$ cat config.mk
export PLATFORM = sky130hd
export DESIGN_NAME = gyro_burst_frame_decoder
export DESIGN_NICKNAME = d
export VERILOG_FILES = /design/src/rtl/gbfd_pkg.sv /design/src/rtl/gbfd_front.sv /design/src/rtl/gbfd_queue.sv /design/src/rtl/gbfd_back.sv /design/src/rtl/gyro_burst_frame_decoder.sv
export SDC_FILE = /design/constraint.sdc
export NUM_CORES = 1
export LEC_CHECK = 0
export ABC_AREA = 0
export BUFFER_PORTS_ARGS = -buffer_cell sky130_fd_sc_hd__buf_2
export CORE_ASPECT_RATIO = 0.75
export CORE_MARGIN = 1
export CORE_UTILIZATION = 28
export DETAILED_ROUTE_END_ITERATION = 16
export PLACE_DENSITY = 0.48
export SETUP_SLACK_MARGIN = 0.1
export SLEW_MARGIN = 25
export SYNTH_ARGS = -nofsm -noshare
export SYNTH_HDL_FRONTEND = slang
export SYNTH_SLANG_ARGS = --single-unit
$ cat constraint.sdc
create_clock -name clk_i -period 21.8 [get_ports clk_i]
set_input_delay 1.09 -clock clk_i [delete_from_list [all_inputs] [get_ports clk_i]]
set_output_delay 1.09 -clock clk_i [all_outputs]
set_load 0.005 [all_outputs]
$ cat src/rtl/gbfd_pkg.sv
`timescale 1ns / 1ps
`default_nettype none
// ----------------------------------------------------------------------------
// gbfd_pkg
// Shared types and constants of the gyroscope burst frame decoder.
// ----------------------------------------------------------------------------
package gbfd_pkg;

  // Status codes carried with each decoded frame.
  localparam logic [1:0] STAT_OK          = 2'd0;
  localparam logic [1:0] STAT_BUS_FAULT   = 2'd1;
  localparam logic [1:0] STAT_ID_MISMATCH = 2'd2;

  localparam logic [7:0] ID_RESET = 8'h0F;

  // Byte positions inside one burst run from 0 to LAST_POS.
  localparam int unsigned POS_W    = 4;
  localparam logic [POS_W-1:0] LAST_POS = 4'd8;

  // Bytes 1..7 of a burst are kept; byte 8 is used as it arrives.
  localparam int unsigned STORE_DEPTH = 7;

  localparam int unsigned NUM_AXES = 3;
  localparam int unsigned COUNT_W  = 16;
  localparam int unsigned MDPS_W   = 22;
  localparam int unsigned PROD_W   = 30;

  // Milli-degrees per second = count * 15625 / 256.
  localparam logic signed [PROD_W-1:0] SCALE_NUM  = 30'sd15625;
  localparam int unsigned              SCALE_SHIFT = 8;

  typedef struct packed {
    logic [1:0]                status;
    logic signed [COUNT_W-1:0] x;
    logic signed [COUNT_W-1:0] y;
    logic signed [COUNT_W-1:0] z;
  } frame_t;

endpackage
`default_nettype wire

$ cat src/rtl/gbfd_front.sv
`timescale 1ns / 1ps
`default_nettype none
// ----------------------------------------------------------------------------
// gbfd_front
// Byte intake: tracks the position within a burst, collects the frame bytes,
// and on the last byte classifies the frame and pushes it downstream.
// ----------------------------------------------------------------------------
module gbfd_front (
  input  wire logic              clk_i,
  input  wire logic              rst_ni,
  input  wire logic [7:0]        expected_id_i,
  input  wire logic              in_valid_i,
  output logic                   in_ready_o,
  input  wire logic [7:0]        rx_byte_i,
  input  wire logic              frame_start_i,
  input  wire logic              bus_fault_i,
  output logic                   push_valid_o,
  input  wire logic              push_ready_i,
  output gbfd_pkg::frame_t       push_frame_o
);
  import gbfd_pkg::*;

  logic [POS_W-1:0] pos_q, pos_d, pos_eff;
  logic             fault_q, fault_d, fault_now;
  logic             accept, last;
  logic [7:0]       store_q [STORE_DEPTH];

  // A full queue holds off the whole byte stream; it only fills if the
  // receiver of results stalls for several frames.
  assign in_ready_o = push_ready_i;
  assign accept     = in_valid_i & in_ready_o;

  always_comb begin
    if (frame_start_i || (pos_q > LAST_POS)) begin
      pos_eff = '0;
    end else begin
      pos_eff = pos_q;
    end
  end

  assign last      = (pos_eff == LAST_POS);
  assign fault_now = ((pos_eff == '0) ? 1'b0 : fault_q) | bus_fault_i;

  always_comb begin
    pos_d   = pos_q;
    fault_d = fault_q;
    if (accept) begin
      pos_d   = last ? '0 : pos_eff + 1'b1;
      fault_d = last ? 1'b0 : fault_now;
    end
  end

  always_ff @(posedge clk_i or negedge rst_ni) begin
    if (!rst_ni) begin
      pos_q   <= '0;
      fault_q <= 1'b0;
    end else begin
      pos_q   <= pos_d;
      fault_q <= fault_d;
    end
  end

  always_ff @(posedge clk_i) begin
    for (int i = 0; i < STORE_DEPTH; i++) begin
      if (accept && (pos_eff == POS_W'(i + 1))) begin
        store_q[i] <= rx_byte_i;
      end
    end
  end

  // A bus fault outranks an identifier mismatch.
  always_comb begin
    priority if (fault_now) begin
      push_frame_o.status = STAT_BUS_FAULT;
    end else if (store_q[0] != expected_id_i) begin
      push_frame_o.status = STAT_ID_MISMATCH;
    end else begin
      push_frame_o.status = STAT_OK;
    end
    push_frame_o.x = {store_q[3], store_q[2]};
    push_frame_o.y = {store_q[5], store_q[4]};
    push_frame_o.z = {rx_byte_i, store_q[6]};
  end

  assign push_valid_o = accept & last;

endmodule
`default_nettype wire

$ cat src/rtl/gbfd_queue.sv
`timescale 1ns / 1ps
`default_nettype none
// ----------------------------------------------------------------------------
// gbfd_queue
// Two-entry frame queue between the byte intake and the result stage.
// ----------------------------------------------------------------------------
module gbfd_queue (
  input  wire logic        clk_i,
  input  wire logic        rst_ni,
  input  wire logic        push_valid_i,
  output logic             push_ready_o,
  input  wire gbfd_pkg::frame_t push_frame_i,
  output logic             pop_valid_o,
  input  wire logic        pop_ready_i,
  output gbfd_pkg::frame_t pop_frame_o
);
  import gbfd_pkg::*;

  frame_t     mem_q [2];
  logic       wr_ptr_q, rd_ptr_q;
  logic [1:0] cnt_q;
  logic       do_push, do_pop;

  assign push_ready_o = (cnt_q != 2'd2);
  assign pop_valid_o  = (cnt_q != 2'd0);
  assign do_push      = push_valid_i & push_ready_o;
  assign do_pop       = pop_valid_o & pop_ready_i;
  assign pop_frame_o  = mem_q[rd_ptr_q];

  always_ff @(posedge clk_i or negedge rst_ni) begin
    if (!rst_ni) begin
      wr_ptr_q <= 1'b0;
      rd_ptr_q <= 1'b0;
      cnt_q    <= 2'd0;
    end else begin
      if (do_push) begin
        wr_ptr_q <= ~wr_ptr_q;
      end
      if (do_pop) begin
        rd_ptr_q <= ~rd_ptr_q;
      end
      unique case ({do_push, do_pop})
        2'b10:   cnt_q <= cnt_q + 2'd1;
        2'b01:   cnt_q <= cnt_q - 2'd1;
        default: cnt_q <= cnt_q;
      endcase
    end
  end

  always_ff @(posedge clk_i) begin
    if (do_push) begin
      mem_q[wr_ptr_q] <= push_frame_i;
    end
  end

endmodule
`default_nettype wire

$ cat src/rtl/gbfd_back.sv
`timescale 1ns / 1ps
`default_nettype none
// ----------------------------------------------------------------------------
// gbfd_back
// Result stage: keeps the last good sample, scales the counts to
// milli-degrees per second and holds the result until it is taken.
// ----------------------------------------------------------------------------
module gbfd_back (
  input  wire logic                clk_i,
  input  wire logic                rst_ni,
  input  wire logic                pop_valid_i,
  output logic                     pop_ready_o,
  input  wire gbfd_pkg::frame_t    pop_frame_i,
  output logic                     out_valid_o,
  input  wire logic                out_ready_i,
  output logic signed [15:0]       x_count_o,
  output logic signed [15:0]       y_count_o,
  output logic signed [15:0]       z_count_o,
  output logic signed [21:0]       x_millideg_o,
  output logic signed [21:0]       y_millideg_o,
  output logic signed [21:0]       z_millideg_o,
  output logic [1:0]               frame_status_o
);
  import gbfd_pkg::*;

  logic                      pop, s1_adv;
  logic                      s1_valid_q, out_valid_q;
  logic [1:0]                s1_stat_q, out_stat_q;
  logic signed [COUNT_W-1:0] held_q   [NUM_AXES];
  logic signed [COUNT_W-1:0] new_cnt  [NUM_AXES];
  logic signed [COUNT_W-1:0] sel_cnt  [NUM_AXES];
  logic signed [COUNT_W-1:0] s1_cnt_q [NUM_AXES];
  logic signed [COUNT_W-1:0] out_cnt_q[NUM_AXES];
  logic signed [PROD_W-1:0]  s1_prod_q[NUM_AXES];
  logic signed [PROD_W-1:0]  prod     [NUM_AXES];
  logic signed [PROD_W-1:0]  biased   [NUM_AXES];
  logic signed [MDPS_W-1:0]  out_mdps_q[NUM_AXES];
  logic                      good;

  assign s1_adv      = ~out_valid_q | out_ready_i;
  assign pop_ready_o = ~s1_valid_q | s1_adv;
  assign pop         = pop_valid_i & pop_ready_o;
  assign good        = (pop_frame_i.status == STAT_OK);

  assign new_cnt[0] = pop_frame_i.x;
  assign new_cnt[1] = pop_frame_i.y;
  assign new_cnt[2] = pop_frame_i.z;

  // Faulty frames repeat the last good sample.
  always_comb begin
    for (int a = 0; a < NUM_AXES; a++) begin
      sel_cnt[a] = good ? new_cnt[a] : held_q[a];
      prod[a]    = PROD_W'(sel_cnt[a]) * SCALE_NUM;
      // Bias negative products so the arithmetic shift truncates toward zero.
      biased[a]  = s1_prod_q[a] +
                   (s1_prod_q[a][PROD_W-1] ? PROD_W'((1 << SCALE_SHIFT) - 1) : '0);
    end
  end

  always_ff @(posedge clk_i or negedge rst_ni) begin
    if (!rst_ni) begin
      s1_valid_q  <= 1'b0;
      out_valid_q <= 1'b0;
      for (int a = 0; a < NUM_AXES; a++) begin
        held_q[a] <= '0;
      end
    end else begin
      if (pop_ready_o) begin
        s1_valid_q <= pop_valid_i;
      end
      if (s1_adv) begin
        out_valid_q <= s1_valid_q;
      end
      if (pop && good) begin
        for (int a = 0; a < NUM_AXES; a++) begin
          held_q[a] <= new_cnt[a];
        end
      end
    end
  end

  always_ff @(posedge clk_i) begin
    if (pop) begin
      s1_stat_q <= pop_frame_i.status;
      for (int a = 0; a < NUM_AXES; a++) begin
        s1_cnt_q[a]  <= sel_cnt[a];
        s1_prod_q[a] <= prod[a];
      end
    end
    if (s1_valid_q && s1_adv) begin
      out_stat_q <= s1_stat_q;
      for (int a = 0; a < NUM_AXES; a++) begin
        out_cnt_q[a]  <= s1_cnt_q[a];
        out_mdps_q[a] <= MDPS_W'(biased[a] >>> SCALE_SHIFT);
      end
    end
  end

  assign out_valid_o    = out_valid_q;
  assign x_count_o      = out_cnt_q[0];
  assign y_count_o      = out_cnt_q[1];
  assign z_count_o      = out_cnt_q[2];
  assign x_millideg_o   = out_mdps_q[0];
  assign y_millideg_o   = out_mdps_q[1];
  assign z_millideg_o   = out_mdps_q[2];
  assign frame_status_o = out_stat_q;

endmodule
`default_nettype wire

$ cat src/rtl/gyro_burst_frame_decoder.sv
`timescale 1ns / 1ps
`default_nettype none
// ----------------------------------------------------------------------------
// gyro_burst_frame_decoder
// Decodes nine-byte gyroscope bursts into rate counts and milli-degrees/s.
// ----------------------------------------------------------------------------
// Usage:
//   Input channel (in_valid_i / in_ready_o) carries one received byte per
//   transfer with its frame_start and bus_fault flags. A byte may be
//   transferred every cycle while in_ready_o is high. Byte 0 is discarded,
//   byte 1 is checked against the expected_id register, bytes 3..8 hold
//   X, Y, Z little-endian. After the ninth byte one result appears on the
//   output channel (out_valid_o / out_ready_i); the frame passes through
//   the frame queue and the multiply stage, then through the output
//   register. Results: raw counts, counts * 15625 / 256 truncated toward
//   zero, and a status (ok, bus fault, identifier mismatch). On an error the
//   last good sample is repeated.
//   A stalled receiver holds the result in the output register; frames back
//   up into a two-entry queue, and only when that is full is in_ready_o low.
//   Reset clears the byte position, the held sample (zero) and sets the
//   expected identifier to 0x0F. cfg_we_i writes cfg_wdata_i into it; write
//   only while no frame is in progress.
// ----------------------------------------------------------------------------
module gyro_burst_frame_decoder (
  input  wire logic              clk_i,
  input  wire logic              rst_ni,
  input  wire logic              cfg_we_i,
  input  wire logic [7:0]        cfg_wdata_i,
  input  wire logic              in_valid_i,
  output logic                   in_ready_o,
  input  wire logic [7:0]        rx_byte_i,
  input  wire logic              frame_start_i,
  input  wire logic              bus_fault_i,
  output logic                   out_valid_o,
  input  wire logic              out_ready_i,
  output logic signed [15:0]     x_count_o,
  output logic signed [15:0]     y_count_o,
  output logic signed [15:0]     z_count_o,
  output logic signed [21:0]     x_millideg_o,
  output logic signed [21:0]     y_millideg_o,
  output logic signed [21:0]     z_millideg_o,
  output logic [1:0]             frame_status_o
);
  import gbfd_pkg::*;

  logic [7:0] expected_id_q;
  logic       push_valid, push_ready, pop_valid, pop_ready;
  frame_t     push_frame, pop_frame;

  always_ff @(posedge clk_i or negedge rst_ni) begin
    if (!rst_ni) begin
      expected_id_q <= ID_RESET;
    end else if (cfg_we_i) begin
      expected_id_q <= cfg_wdata_i;
    end
  end

  gbfd_front u_front (
    .clk_i         (clk_i),
    .rst_ni        (rst_ni),
    .expected_id_i (expected_id_q),
    .in_valid_i    (in_valid_i),
    .in_ready_o    (in_ready_o),
    .rx_byte_i     (rx_byte_i),
    .frame_start_i (frame_start_i),
    .bus_fault_i   (bus_fault_i),
    .push_valid_o  (push_valid),
    .push_ready_i  (push_ready),
    .push_frame_o  (push_frame)
  );

  gbfd_queue u_queue (
    .clk_i        (clk_i),
    .rst_ni       (rst_ni),
    .push_valid_i (push_valid),
    .push_ready_o (push_ready),
    .push_frame_i (push_frame),
    .pop_valid_o  (pop_valid),
    .pop_ready_i  (pop_ready),
    .pop_frame_o  (pop_frame)
  );

  gbfd_back u_back (
    .clk_i          (clk_i),
    .rst_ni         (rst_ni),
    .pop_valid_i    (pop_valid),
    .pop_ready_o    (pop_ready),
    .pop_frame_i    (pop_frame),
    .out_valid_o    (out_valid_o),
    .out_ready_i    (out_ready_i),
    .x_count_o      (x_count_o),
    .y_count_o      (y_count_o),
    .z_count_o      (z_count_o),
    .x_millideg_o   (x_millideg_o),
    .y_millideg_o   (y_millideg_o),
    .z_millideg_o   (z_millideg_o),
    .frame_status_o (frame_status_o)
  );

endmodule
`default_nettype wire
# --- After elaboration in Yosys (flattened, before gate mapping) ---
# Memory sizes are Yosys's and may differ from the RTL's.
# Index checks and enable logic that the tools add are counted.
totals:
  regBits: 71
  latchBits: 0
  ramBits: 408
  mem_bits_ro: 0
  input_bits: 23
  output_inout_bits: 118
  word_cells: 123
  memories: 6
mem_list:
  columns: ["name", "words", "width", "read_ports", "rd_clocked_by_memory_dff", "wr", "line", "text"]
  rows:
  - ["u_queue.mem_q", 2, 50, 1, 0, 1, "gbfd_queue.sv:19", "frame_t mem_q [2];"]
  - ["u_back.s1_prod_q", 3, 30, 3, 0, 3, "gbfd_back.sv:34", "logic signed [PROD_W-1:0] s1_prod_q[NUM_AXES];"]
  - ["u_back.out_mdps_q", 3, 22, 3, 0, 3, "gbfd_back.sv:37", "logic signed [MDPS_W-1:0] out_mdps_q[NUM_AXES];"]
  - ["u_front.store_q", 7, 8, 6, 0, 1, "gbfd_front.sv:26", "logic [7:0] store_q [STORE_DEPTH];"]
  - ["u_back.out_cnt_q", 3, 16, 3, 0, 3, "gbfd_back.sv:33", "logic signed [COUNT_W-1:0] out_cnt_q[NUM_AXES];"]
  - ["u_back.s1_cnt_q", 3, 16, 3, 0, 3, "gbfd_back.sv:32", "logic signed [COUNT_W-1:0] s1_cnt_q [NUM_AXES];"]
op_classes:
  addsub: 6
  multipliers: 3
  div: 0
  order_cmp: 1
  eq_ne: 12
  shift: 0
  mux: 51
  bitwise: 11
  n_reduce_logical: 20
op_table:
  columns: ["operator", "n"]
  rows:
  - ["$add A30 B30 Y30", 3]
  - ["$mul A16 B15 Y30 const B", 3]
  - ["$mux W8", 9]
  - ["$mux W16", 3]
  - ["$reduce_or A8 Y1", 6]
  - ["$mux W1", 28]
  - ["$mux W3", 6]
  - ["$eq A4 B3 Y1 const B", 4]
  - ["$logic_and A1 B1 Y1", 9]
  - ["$eq A4 B2 Y1 const B", 2]
  - ["$mux W4", 2]
  - ["$ne A8 B8 Y1", 1]
  - ["$add A4 B1 Y4 const B", 1]
  - ["$and A1 B1 Y1", 4]
  - ["$eq A4 B1 Y1 const B", 1]
  - ["$eq A4 B4 Y1 const B", 1]
  - ["$gt A4 B4 Y1 const B", 1]
  - ["$logic_not A4 Y1", 1]
  - ["$mux W2", 2]
  - ["$not A1 Y1", 4]
  - ["$pmux W2 S2", 1]
  - ["$reduce_bool A2 Y1", 2]
  - ["$or A1 B1 Y1", 3]
  - ["$add A2 B1 Y2 const B", 1]
  - ["6 further kinds", 6]

# --- Depth between registers and ports, before layout ---
logic_depth:
  depth_word: 14
  mapped_depth: 27
  ltp_nobuf: 24

# --- Modules after synthesis ---
# From an unflattened synthesis, not the netlist that was laid out.
unflattened:
  cells_unflattened: 2343
  hier_area_um2: 30621.9
by_module_without_submodules:
  columns: ["module", "instances", "cells_each", "area_each_um2", "seq_area_each_um2"]
  rows:
  - ["gbfd_back", 1, 2038, 24429.7, 8668.3]
  - ["gbfd_queue", 1, 173, 3828.7, 3103.0]
  - ["gbfd_front", 1, 115, 2026.9, 1566.5]
  - ["gyro_burst_frame_decoder", 1, 17, 336.6, 205.2]

# --- Worst setup path before layout ---
# OpenSTA, ideal clock, no wires.
synth_path:
  kind: "input-to-reg"
  from: "in out_ready_i"
  to: "reg u_back.held_q[43] in the netlist's numbering"
  setup_time_ps: 136
  arrival_time_ps: 9291
  t_required_ps: 21664
  path_slack_ps: 12373
  stages: 7
  cell_sequence: "nor2b_1 a21oi_1 nand2_1 clkbuf_1 clkbuf_1 nand2_1 o21ai_0"
synth_between:
  elab_chain_len: 4
synth_rtl:
  columns: ["element", "line", "text"]
  rows:
  - ["start, declared", "gyro_burst_frame_decoder.sv:35", "input wire logic out_ready_i,"]
  - ["$or A1 B1 Y1", "gbfd_back.sv:40", "assign s1_adv = ~out_valid_q | out_ready_i;"]
  - ["$or A1 B1 Y1", "gbfd_back.sv:41", "assign pop_ready_o = ~s1_valid_q | s1_adv;"]
  - ["$and A1 B1 Y1", "gbfd_back.sv:42", "assign pop = pop_valid_i & pop_ready_o;"]
  - ["net u_back.pop", "gbfd_back.sv:26", "logic pop, s1_adv;"]
  - ["$logic_and A1 B1 Y1", "gbfd_back.sv:74", "if (pop && good) begin"]
  - ["end signal, assigned by index", "gbfd_back.sv:76", "held_q[a] <= new_cnt[a];"]
  - ["end, declared", "gbfd_back.sv:29", "logic signed [COUNT_W-1:0] held_q [NUM_AXES];"]
# The timed path passes the listed nets, and every way through them passes these cells.
# A chain may end at the register's enable or synchronous reset.

==> flow_metrics.env <==
export IMPL_status="finished, final reports clean"
export IMPL_fin_worst_skew_ns=0.0342
export IMPL_dr_pass1_iters=5
export IMPL_cp_arrival_ns=7.72
export IMPL_period_share_pct=33.8
export IMPL_crit_type="register to register"
export IMPL_ys_types=75
export IMPL_io_buffers=140
export IMPL_crit_buf_inv=6
export IMPL_synth_area_per_cell_um2=12.6
export IMPL_r2r_setup_slack_ns=14.44
export IMPL_worst_setup_path_end_kind="register"
export IMPL_cpPeakStageDelay_ns=0.72
export IMPL_critPathRequiredTime_ns=22.16
export IMPL_hold_path_depth=0
export IMPL_ys_seq_area_share_pct=45.3
export IMPL_gp_congestion=0.832
export IMPL_cp_top_family="adder cells"
export IMPL_ys_ff_latch=462
export IMPL_path_cells="o31ai_4 > buf_4 > buf_4 > nor2_1 > a21oi_1 > ha_1 > inv_1 > fa_1 > inv_1 > fa_1 > inv_1 > fa_1 > inv_1 > fa_1 > ha_1 > ha_1 > and3_1 > and3_1 > nand4_1 > a211oi_1 > o21ai_0 > nor3b_1"
export IMPL_drive_gt1_share_pct=11.1
export IMPL_avgViaCountPerCell=4.38
export IMPL_drcViolationCount=0
export IMPL_wire_per_inst_um=15.6
export IMPL_rsz0062_at_grt="no"
export IMPL_synth_cells=2380
export IMPL_synthArstFlopShare_pct=14.5
export IMPL_clock_sinks=462
export IMPL_tns_ns=0
export IMPL_grt_max_degree=89
export IMPL_tightest_slew_ns=1.05
export IMPL_hpwlAfterDp_um=47300
export IMPL_n_antenna_cell=0
export IMPL_cts_buffer_depth=3
export IMPL_drt_iter0_drc=804
export IMPL_cap_violations=0
export IMPL_crit_fanout=64
export IMPL_antenna_left=0
export IMPL_hold_viol_final=0
export IMPL_fp_dieW_um=379
export IMPL_min_period_ns=7.36
export IMPL_worst_slack_ns=14.44
export IMPL_core_rowCount=103
export IMPL_htree_levels=2
export IMPL_clkTransAtPathRegs_ns=0.06
export IMPL_area_delta_synth_final_pct=14.2
export IMPL_clockRootBuffer="clkbuf_16"
export IMPL_max_clock_freq_mhz=136
export IMPL_reg2reg_from="u_queue.rd_ptr_q"
export IMPL_grt_remaining_overflow=0
export IMPL_final_cells=4015
export IMPL_drt_wl_total_um=62700
export IMPL_setup_violations=0
export IMPL_cts_tree="done"
export IMPL_cts_setup_buffers=0
export IMPL_grt_use_total_pct=11.8
export IMPL_dp_cells=3919
export IMPL_coreArea_um2=106000
export IMPL_relSlewSlack_pct=29.8
export IMPL_maxSlewViolCount=0
export IMPL_r2r_cells=22
export IMPL_pin_count=141
export IMPL_grt_pass1_wl_um=101000
export IMPL_worst_path_stages=22
export IMPL_endpoint="u_back.s1_prod_q[0][29]"
export IMPL_crit_path_top_delay_cell="a21oi_1"
export IMPL_pre_cts_ws_ns=14.37
export IMPL_start_util_pct=28.3
export IMPL_startpoint_type="register"
export IMPL_vias=17600
export IMPL_antenna_found_initial=4
export IMPL_dieArea_um2=108000
export IMPL_first_global_vias=18400
export IMPL_insertion_delay_ns=0.62
export IMPL_yosysWarnings=0
export IMPL_crit_path_start="u_queue.rd_ptr_q"
export IMPL_post_cts_resized_instances=0
export IMPL_hp_class="register to register"
export IMPL_r2r_end="u_back.s1_prod_q[0][29]"
export IMPL_syn_nets=2999
export IMPL_die_h_um=285
export IMPL_synth_area_um2=29900
export IMPL_final_nets=3174
export IMPL_synthFlopType="edfxtp_1"
export IMPL_cts_buffers=51
export IMPL_cts_hold_buf=0
export IMPL_synth_edf_count=395
## layout by cell type (no fill, tap or decap), types with 14 or more instances in the layout
cell | Yosys | final
a21oi_1 | 102 | 98
xor2_1 | 67 | 67
a21o_1 | 34 | 34
and2_1 | 17 | 17
buf_4 | 2 | 15
buf_2 | 10 | 139
mux2i_1 | 49 | 49
edfxtp_1 | 395 | 395
nor3_1 | 23 | 23
xnor2_1 | 98 | 98
clkbuf_16 | 0 | 53
fa_1 | 190 | 190
nand3_1 | 31 | 31
nand4_1 | 18 | 18
nand2_1 | 116 | 115
and3_1 | 23 | 22
a211oi_1 | 14 | 14
ha_1 | 406 | 406
nor2_1 | 110 | 108
inv_1 | 357 | 357
dfrtp_1 | 63 | 62
o21ai_0 | 87 | 87
## synth_stat cells, drive strengths merged (11+ instances only)
cell type	instances	area, µm²
a211oi	16	138
a21o	34	255
a21oi	102	510
and2	17	106
and3	23	144
buf	13	68.8
clkbuf	20	75.1
dfrtp	63	1580
edfxtp	395	11900
fa	190	3800
ha	406	5080
inv	357	1340
mux2i	49	490
nand2	116	435
nand3	32	165
nand4	20	155
nor2	110	413
nor3	23	115
o21a	13	97.6
o21ai	89	449
o21bai	11	82.6
xnor2	99	875
xor2	67	587
## logic make-up after synthesis
| kind of cell | count (synthesis) | share of synthesized area (%) |
|---|---|---|
| adders and majority gates | 596 | 29.7 |
| xor gates and xnor gates | 166 | 4.89 |
| and+or+nand+nor | 385 | 6.24 |
| DFF | 462 | 45.3 |
| AOI/OAI and AO/OA | 322 | 6.84 |
| buffers and inverters | 390 | 4.97 |
| muxes | 59 | 2.02 |
## worst register-to-register path, delay by kind of cell, from the launching register on
family                   cells  cell delay (ns)
flip-flops                   1             0.45
AO/OA/AOI/OAI                4             1.55
buffers and inverters        6             1.26
adder cells (fa/ha/maj)      7             3.02
AND/OR/NAND/NOR              5             0.85
## worst min-delay path by stage
| stage | startpoint | to | slack [ns] |
|---|---|---|---|
| 2_1_floorplan | u_back.s1_stat_q[0] | u_back.frame_status_o[0] | 0.40 |
| 3_5_place_dp | u_back.s1_cnt_q[0][25] | u_back.out_cnt_q[0][25] | 0.41 |
| 3_3_place_gp | u_back.s1_cnt_q[0][47] | u_back.out_cnt_q[0][47] | 0.40 |
| 5_1_grt | u_back.s1_cnt_q[0][5] | u_back.out_cnt_q[0][5] | 0.42 |
| 4_1_cts | u_front.store_q[3][2] | u_queue.mem_q[0][42] | 0.41 |
| 6_report | u_back.s1_cnt_q[0][5] | u_back.out_cnt_q[0][5] | 0.42 |
## layout make-up
class                      count  area (µm²)
inverter                     357        1340
sequential                   462       13500
timing repair buffer         155         820
clock buffer                  70        1460
multi-input combinational   1528       14900
clock inverter                26         278
tap                         1417        1770
fill                       10400       71400
## sequential cells by signal, summed over array words and instances (netlist names)
name,flops
u_queue.mem_q,100
u_back.s1_prod_q,81
u_back.out_mdps_q,66
u_back.held_q,48
u_back.out_cnt_q,48
u_back.s1_cnt_q,48
u_front.store_q,48
expected_id_q,8
u_front.pos_q,4
u_back.frame_status_o,2
u_back.s1_stat_q,2
u_queue.cnt_q,2
u_back.out_valid_o,1
u_back.s1_valid_q,1
u_front.fault_q,1
u_queue.rd_ptr_q,1
u_queue.wr_ptr_q,1
## metrics by stage
step | hold WS, ns | area, µm² | util [%]
finish | 0.419 | 34100 | 32.3
global route | 0.424 | 34100 | 32.3
CTS | 0.409 | 34100 | 32.3
detailed placement | 0.406 | 32400 | 30.7
global placement | 0.405 | 32400 | 30.7
floorplan | 0.400 | 29900 | -
## metal layers
| metal | wire length, µm | vias up | global-route usage (%) |
|---|---|---|---|
| met2 | 27300 | 277 | 18.0 |
| met4 | 1140 | 4 | 2.78 |
| met3 | 2760 | 66 | 2.20 |
| li1 | - | 8632 | - |
| met5 | 16 | - | 0 |
| met1 | 31500 | 8591 | 17.2 |
Power is not shown: default switching activity piles up to over one toggle a cycle in this logic, so the estimate is an artifact.
